### src/design/wlt_pkg.sv
`timescale 1ns / 1ps
package wlt_pkg;
    localparam int NUM_VARS = 256;
    localparam int WEIGHT_BITS = 40;
    localparam int NUM_LITS = 2 * NUM_VARS;
    localparam int VAR_W = 8;
    localparam int LIT_W = $clog2(NUM_LITS);
    localparam int AB_W = $clog2(NUM_VARS);
    localparam int CNT_W = $clog2(NUM_LITS + 1);
    localparam int VAL_W = 48;
    localparam int AMT_W = 41;
    localparam int SUM_W = 64;
    localparam int OP_W = 4;

    localparam logic [OP_W-1:0] OP_ADDW = 4'd0;
    localparam logic [OP_W-1:0] OP_ADDC = 4'd1;
    localparam logic [OP_W-1:0] OP_RDW  = 4'd2;
    localparam logic [OP_W-1:0] OP_RDC  = 4'd3;
    localparam logic [OP_W-1:0] OP_MAX  = 4'd4;
    localparam logic [OP_W-1:0] OP_MIN  = 4'd5;
    localparam logic [OP_W-1:0] OP_MAXB = 4'd6;
    localparam logic [OP_W-1:0] OP_CAN  = 4'd7;
    localparam logic [OP_W-1:0] OP_SETB = 4'd8;
    localparam logic [OP_W-1:0] OP_COST = 4'd9;

    localparam logic [1:0] ST_OK = 2'd0;
    localparam logic [1:0] ST_REJECT = 2'd1;
    localparam logic [1:0] ST_NEG = 2'd2;
    localparam logic [1:0] ST_SAT = 2'd3;

    localparam logic [SUM_W-1:0] VALUE_MAX = {{(SUM_W-VAL_W){1'b0}}, {VAL_W{1'b1}}};
    localparam logic [SUM_W-1:0] WEIGHT_MAX =
        {{(SUM_W-WEIGHT_BITS){1'b0}}, {WEIGHT_BITS{1'b1}}};

    // controller commands to datapath
    typedef struct packed {
        logic clear_step;   // clear one entry during the post-reset sweep
        logic load;         // latch incoming word, issue first read
        logic scan_rd;      // issue read of scan entry
        logic scan_acc;     // fold read data of previous scan entry
        logic single_exec;  // execute a single-entry or register op
        logic can_hold_n;   // canonicalize: hold negated weight of the pair
        logic can_wr_n;     // canonicalize: write negated entry of pair
        logic can_wr_p;     // canonicalize: write positive entry of pair
        logic finish;       // load the output register
    } wlt_cmd_t;

    typedef struct packed {
        logic clear_done;
        logic scan_last;
        logic is_scan;
        logic is_can;
    } wlt_sts_t;
endpackage

### src/design/wlt_ctrl.sv
`timescale 1ns / 1ps
module wlt_ctrl (
    input  logic              clk,
    input  logic              rst_n,
    input  logic              in_valid,
    output logic              in_stall,
    output logic              out_valid,
    input  logic              out_stall,
    input  wlt_pkg::wlt_sts_t sts,
    output wlt_pkg::wlt_cmd_t cmd
);
    import wlt_pkg::*;

    typedef enum logic [7:0] {
        S_CLEAR = 8'b00000001,
        S_IDLE  = 8'b00000010,
        S_EXEC  = 8'b00000100,
        S_SCAN  = 8'b00001000,
        S_CANN  = 8'b00010000,
        S_CANP  = 8'b00100000,
        S_CANW  = 8'b01000000,
        S_DONE  = 8'b10000000
    } state_t;

    state_t state_reg, state_next;
    logic   ov_reg, ov_next;
    logic   can_take;

    // accept in idle when the output register is free or being drained
    assign can_take = (state_reg == S_IDLE) && (!ov_reg || !out_stall);
    assign in_stall = !can_take;
    assign out_valid = ov_reg;

    always_comb
    begin
        state_next = state_reg;
        ov_next = ov_reg && out_stall;
        cmd = '0;
        unique case (state_reg)
            S_CLEAR:
            begin
                cmd.clear_step = 1'b1;
                if (sts.clear_done)
                begin
                    cmd.clear_step = 1'b0;
                    state_next = S_IDLE;
                end
            end
            S_IDLE:
                if (in_valid && can_take)
                begin
                    cmd.load = 1'b1;
                    state_next = S_EXEC;
                end
            S_EXEC:
                if (sts.is_scan)
                begin
                    state_next = sts.is_can ? S_CANN : S_SCAN;
                    cmd.scan_rd = 1'b1;
                end
                else
                begin
                    cmd.single_exec = 1'b1;
                    state_next = S_DONE;
                end
            S_SCAN:
            begin
                // read next entry while folding the previous one
                cmd.scan_acc = 1'b1;
                if (sts.scan_last)
                    state_next = S_DONE;
                else
                    cmd.scan_rd = 1'b1;
            end
            S_CANN:
            begin
                // negated weight of the pair has arrived; hold it, fetch positive
                cmd.can_hold_n = 1'b1;
                cmd.scan_rd = 1'b1;
                state_next = S_CANP;
            end
            S_CANP:
            begin
                // write back the positive entry and fold the constant
                cmd.can_wr_p = 1'b1;
                state_next = S_CANW;
            end
            S_CANW:
            begin
                // write back the negated entry, fetch the next pair
                cmd.can_wr_n = 1'b1;
                if (sts.scan_last)
                    state_next = S_DONE;
                else
                begin
                    cmd.scan_rd = 1'b1;
                    state_next = S_CANN;
                end
            end
            S_DONE:
            begin
                cmd.finish = 1'b1;
                ov_next = 1'b1;
                state_next = S_IDLE;
            end
            default:
                state_next = S_IDLE;
        endcase
    end

    always_ff @(posedge clk or negedge rst_n)
    begin
        if (!rst_n)
        begin
            state_reg <= S_CLEAR;
            ov_reg <= 1'b0;
        end
        else
        begin
            state_reg <= state_next;
            ov_reg <= ov_next;
        end
    end
endmodule

### config.mk
export PLATFORM = sky130hd
export DESIGN_NAME = wlt_ctrl
export DESIGN_NICKNAME = d
export VERILOG_FILES = /design/src/design/wlt_pkg.sv /design/src/design/wlt_ctrl.sv
export SDC_FILE = /design/constraint.sdc
export NUM_CORES = 1
export LEC_CHECK = 0
export BUFFER_PORTS_ARGS = -buffer_cell sky130_fd_sc_hd__buf_4
export CELL_PAD_IN_SITES_DETAIL_PLACEMENT = 1
export CELL_PAD_IN_SITES_GLOBAL_PLACEMENT = 2
export CORE_MARGIN = 8
export CORE_UTILIZATION = 27
export DETAILED_ROUTE_END_ITERATION = 8
export PLACE_DENSITY = 0.72
export SLEW_MARGIN = 20
export SYNTH_ARGS = -nofsm -noshare
export SYNTH_HDL_FRONTEND = slang
export SYNTH_SLANG_ARGS = --single-unit
### constraint.sdc
create_clock -name clk -period 2.24 [get_ports clk]
set_input_delay 0.336 -clock clk [delete_from_list [all_inputs] [get_ports clk]]
set_output_delay 0.336 -clock clk [all_outputs]
set_load 0.02 [all_outputs]
==> flow_metrics.py <==
metrics = {
    "sta": {
        "setup_viol": 8,
        "timing.hold.ws_ns": 0.219,
        "tightestPinTransition_ns": 0.303,
        "fin_skew_ns": 0.00107,
        "fmax_mhz": 415,
        "timing.final.crit_share": 1.08,
        "setup_ws_ns": -0.170,
        "finalSetupTns_ns": -0.826,
        "period_needed_ns": 2.41,
        "report.final.slew_viol_count": 0,
        "relSlewSlack": 0.797,
        "rsz0062_at_grt": "true",
        "finalHoldViolations": 0,
    },
    "synth": {
        "synth_area_leaders": "dfrtp_1, dfstp_2, nand3_1, nor2_1, nor3b_1",
        "avgSynthCellArea_sq_um": 9.01,
        "synth_seq_area_share": 0.393,
        "synth_area_sq_um": 577,
        "synth_ff_type": "dfrtp_1",
        "yosysMostFrequentCell": "dfrtp_1",
        "synthesis.nets": 72,
        "synth_largest_area_cell": "dfrtp_1",
        "ys_seq_elements": 9,
        "ys_warn_count": 0,
        "async_flop_share": 1.00,
        "synth_top_cells_by_count": "dfrtp_1, nor2_1, nand2_1, nand3_1, inv_1",
        "synth_top_area_frac": 0.347,
        "synth_edf_count": 0,
        "synthCells": 64,
        "synth_cell_type_count": 32,
    },
    "floorplan": {
        "core_area_sq_um": 1980,
        "die_x_um": 62.2,
        "rows": 16,
        "start_util": 0.291,
        "num_io_pins": 19,
        "die-area_sq_um": 3870,
        "die_y_um": 62.2,
    },
    "global_routing": {
        "first_global_vias": 695,
        "antenna_found_initial": 0,
        "gr-total-overflow": 0,
        "grt_pass1_wl_um": 3380,
        "grt_max_degree": 10,
        "track_usage": 0.106,
    },
    "setup_path": {
        "worstPathRequired_ns": 1.90,
        "crit_path_end_kind": "output pin",
        "cp_top_family": "simple AND/OR/NAND/NOR gates",
        "critPathBufInv": 1,
        "reg2reg_from": "state_reg[0]",
        "max_stage_delay_ns": 0.56,
        "critPathSlowestCell": "or4_4",
        "cp_cell_sequence": "or4_4, or3_4, nor3b_4, nand3b_1, buf_6",
        "start_kind": "flop",
        "r2r_cells": 4,
        "r2r_setup_slack_ns": 0.36,
        "r2r_end": "state_reg[1]",
        "crit_fanout": 3,
        "crit_type": "reg -> out",
        "worstPathArrival_ns": 2.07,
    },
    "clock_network": {
        "htreeDepth": 1,
        "clk-insertion-delay-late_ns": 0.26,
        "clk_pin_slew_ns": 0.06,
        "cts-buffers-inserted": 3,
        "cts_tree": "yes",
        "clockRootBuffer": "clkbuf_4",
        "cts_buffer_depth": 2,
        "clkSinkCount": 9,
    },
    "placement": {
        "dp_hpwl_um": 1410,
        "pre_cts_ws_ns": 0.105,
        "gp_congestion": 0.747,
        "dp.cells": 116,
        "io_buffers": 18,
    },
    "power_and_ir_drop": {
        "power_density_nw_per_um2": 971,
        "vdd_ir_drop_max_mv": 0.578,
        "p_leak_nw": 0.470,
    },
    "drt": {
        "vias": 619,
        "via_per_inst": 4.87,
        "dr.first_iter.drc_count": 9,
        "drc": 0,
        "wl_per_cell_um": 15.1,
        "firstDrtPassIters": 2,
        "antenna_left": 0,
        "wirelength_um": 1920,
    },
    "cells_and_area": {
        "fin_cells": 127,
        "largest_reg_flops": 8,
        "final_layout_size_suffix_gt1_frac": 0.450,
        "areaGrowthSynthToFinish_pct": 61.6,
        "finalNetCount": 109,
        "n_fill_cell": 226,
        "insertedDiodeCount": 0,
    },
    "hold_path": {
        "hp-class": "in -> reg",
        "hp-start": "sts[3]",
        "whs_path_depth": 2,
        "hold_path_end": "state_reg[0]",
    },
    "status": {
        "failed_checks": "negative setup slack",
        "status": "finished, violations left",
    },
    "run": {
        "max_cap_viol_count": 0,
    },
}
repair_timing:
action	4_1_cts	5_1_grt
resized for setup	5	4
hold buffers	1	0
buffers inserted	4	2
setup endpoints to repair	7	10
endpoints found under the hold margin	8	0
cells by family (layout without fill, tap and decap cells):
kind of cell,count (synthesis),after routing,synth area share
xor+xnor,2,2,0.0304
flops,9,9,0.393
simple gates,38,38,0.414
buf+inv,5,41,0.0455
compound gates,10,10,0.117
how the worst max path moves through the flow:
stage                  from      to  slack [ns]  cells after the start
2_1_floorplan  state_reg[6]  cmd[6]       -0.03                      5
3_3_place_gp   state_reg[7]  cmd[6]        0.14                      5
3_5_place_dp   state_reg[7]  cmd[6]        0.11                      5
4_1_cts        state_reg[7]  cmd[6]       -0.14                      5
5_1_grt        state_reg[7]  cmd[6]       -0.24                      5
6_report       state_reg[7]  cmd[6]       -0.17                      5
routing by layer:
layer  part of all wire  routed length (um)  GRT usage
met1               0.46                 889      0.127
met5                  0                   0          0
met3              0.039                  75     0.0448
met4                  0                   0     0.0262
met2               0.50                 951      0.169
cells in the final DEF, fill, tap and decap left out, types with 2 or more instances in the layout:
cell type  Yosys  final
buf_4          0     28
dfrtp_1        8      8
nor2_1         6      6
nand2_1        5      5
nand3_1        5      4
inv_1          4      4
buf_6          1      4
clkbuf_4       0      3
or3_4          1      2
nor2b_1        2      2
nand2b_1       2      2
nor3b_1        3      2
o22ai_1        2      2
o21ai_0        2      2
per-stage QoR:
stage	util	instance area, sq um	total power, W
after floorplan	-	589	0.000482
after global placement	0.407	807	0.000653
after detailed placement	0.407	807	0.000657
after CTS	0.451	895	0.000852
after global routing	0.470	932	0.000972
final	0.470	932	0.000905
report_power, final:
group | leakage [nW] | internal, W | switching [W]
clock | 0.0150 | 0.0000689 | 0.0000599
sequential | 0.118 | 0.000188 | 0.0000150
combinational | 0.338 | 0.000277 | 0.000297
total | 0.470 | 0.000533 | 0.000372
cell type report:
class                      count  area, sq um  share of cell area
timing repair buffer          33          265               0.285
sequential                     9          226               0.243
inverter                       4         15.0              0.0161
clock buffer                   4         26.3              0.0282
tap                           27         33.8              0.0362
multi-input combinational     50          365               0.392
worst register-to-register path: cells and delay by family (launching register included):
kind               cells  cell delay [ns]
AOI/OAI and AO/OA      2             0.38
DFF                    1             0.39
and+or+nand+nor        2             0.99
Note: power is estimated with default switching activity, not from simulation.
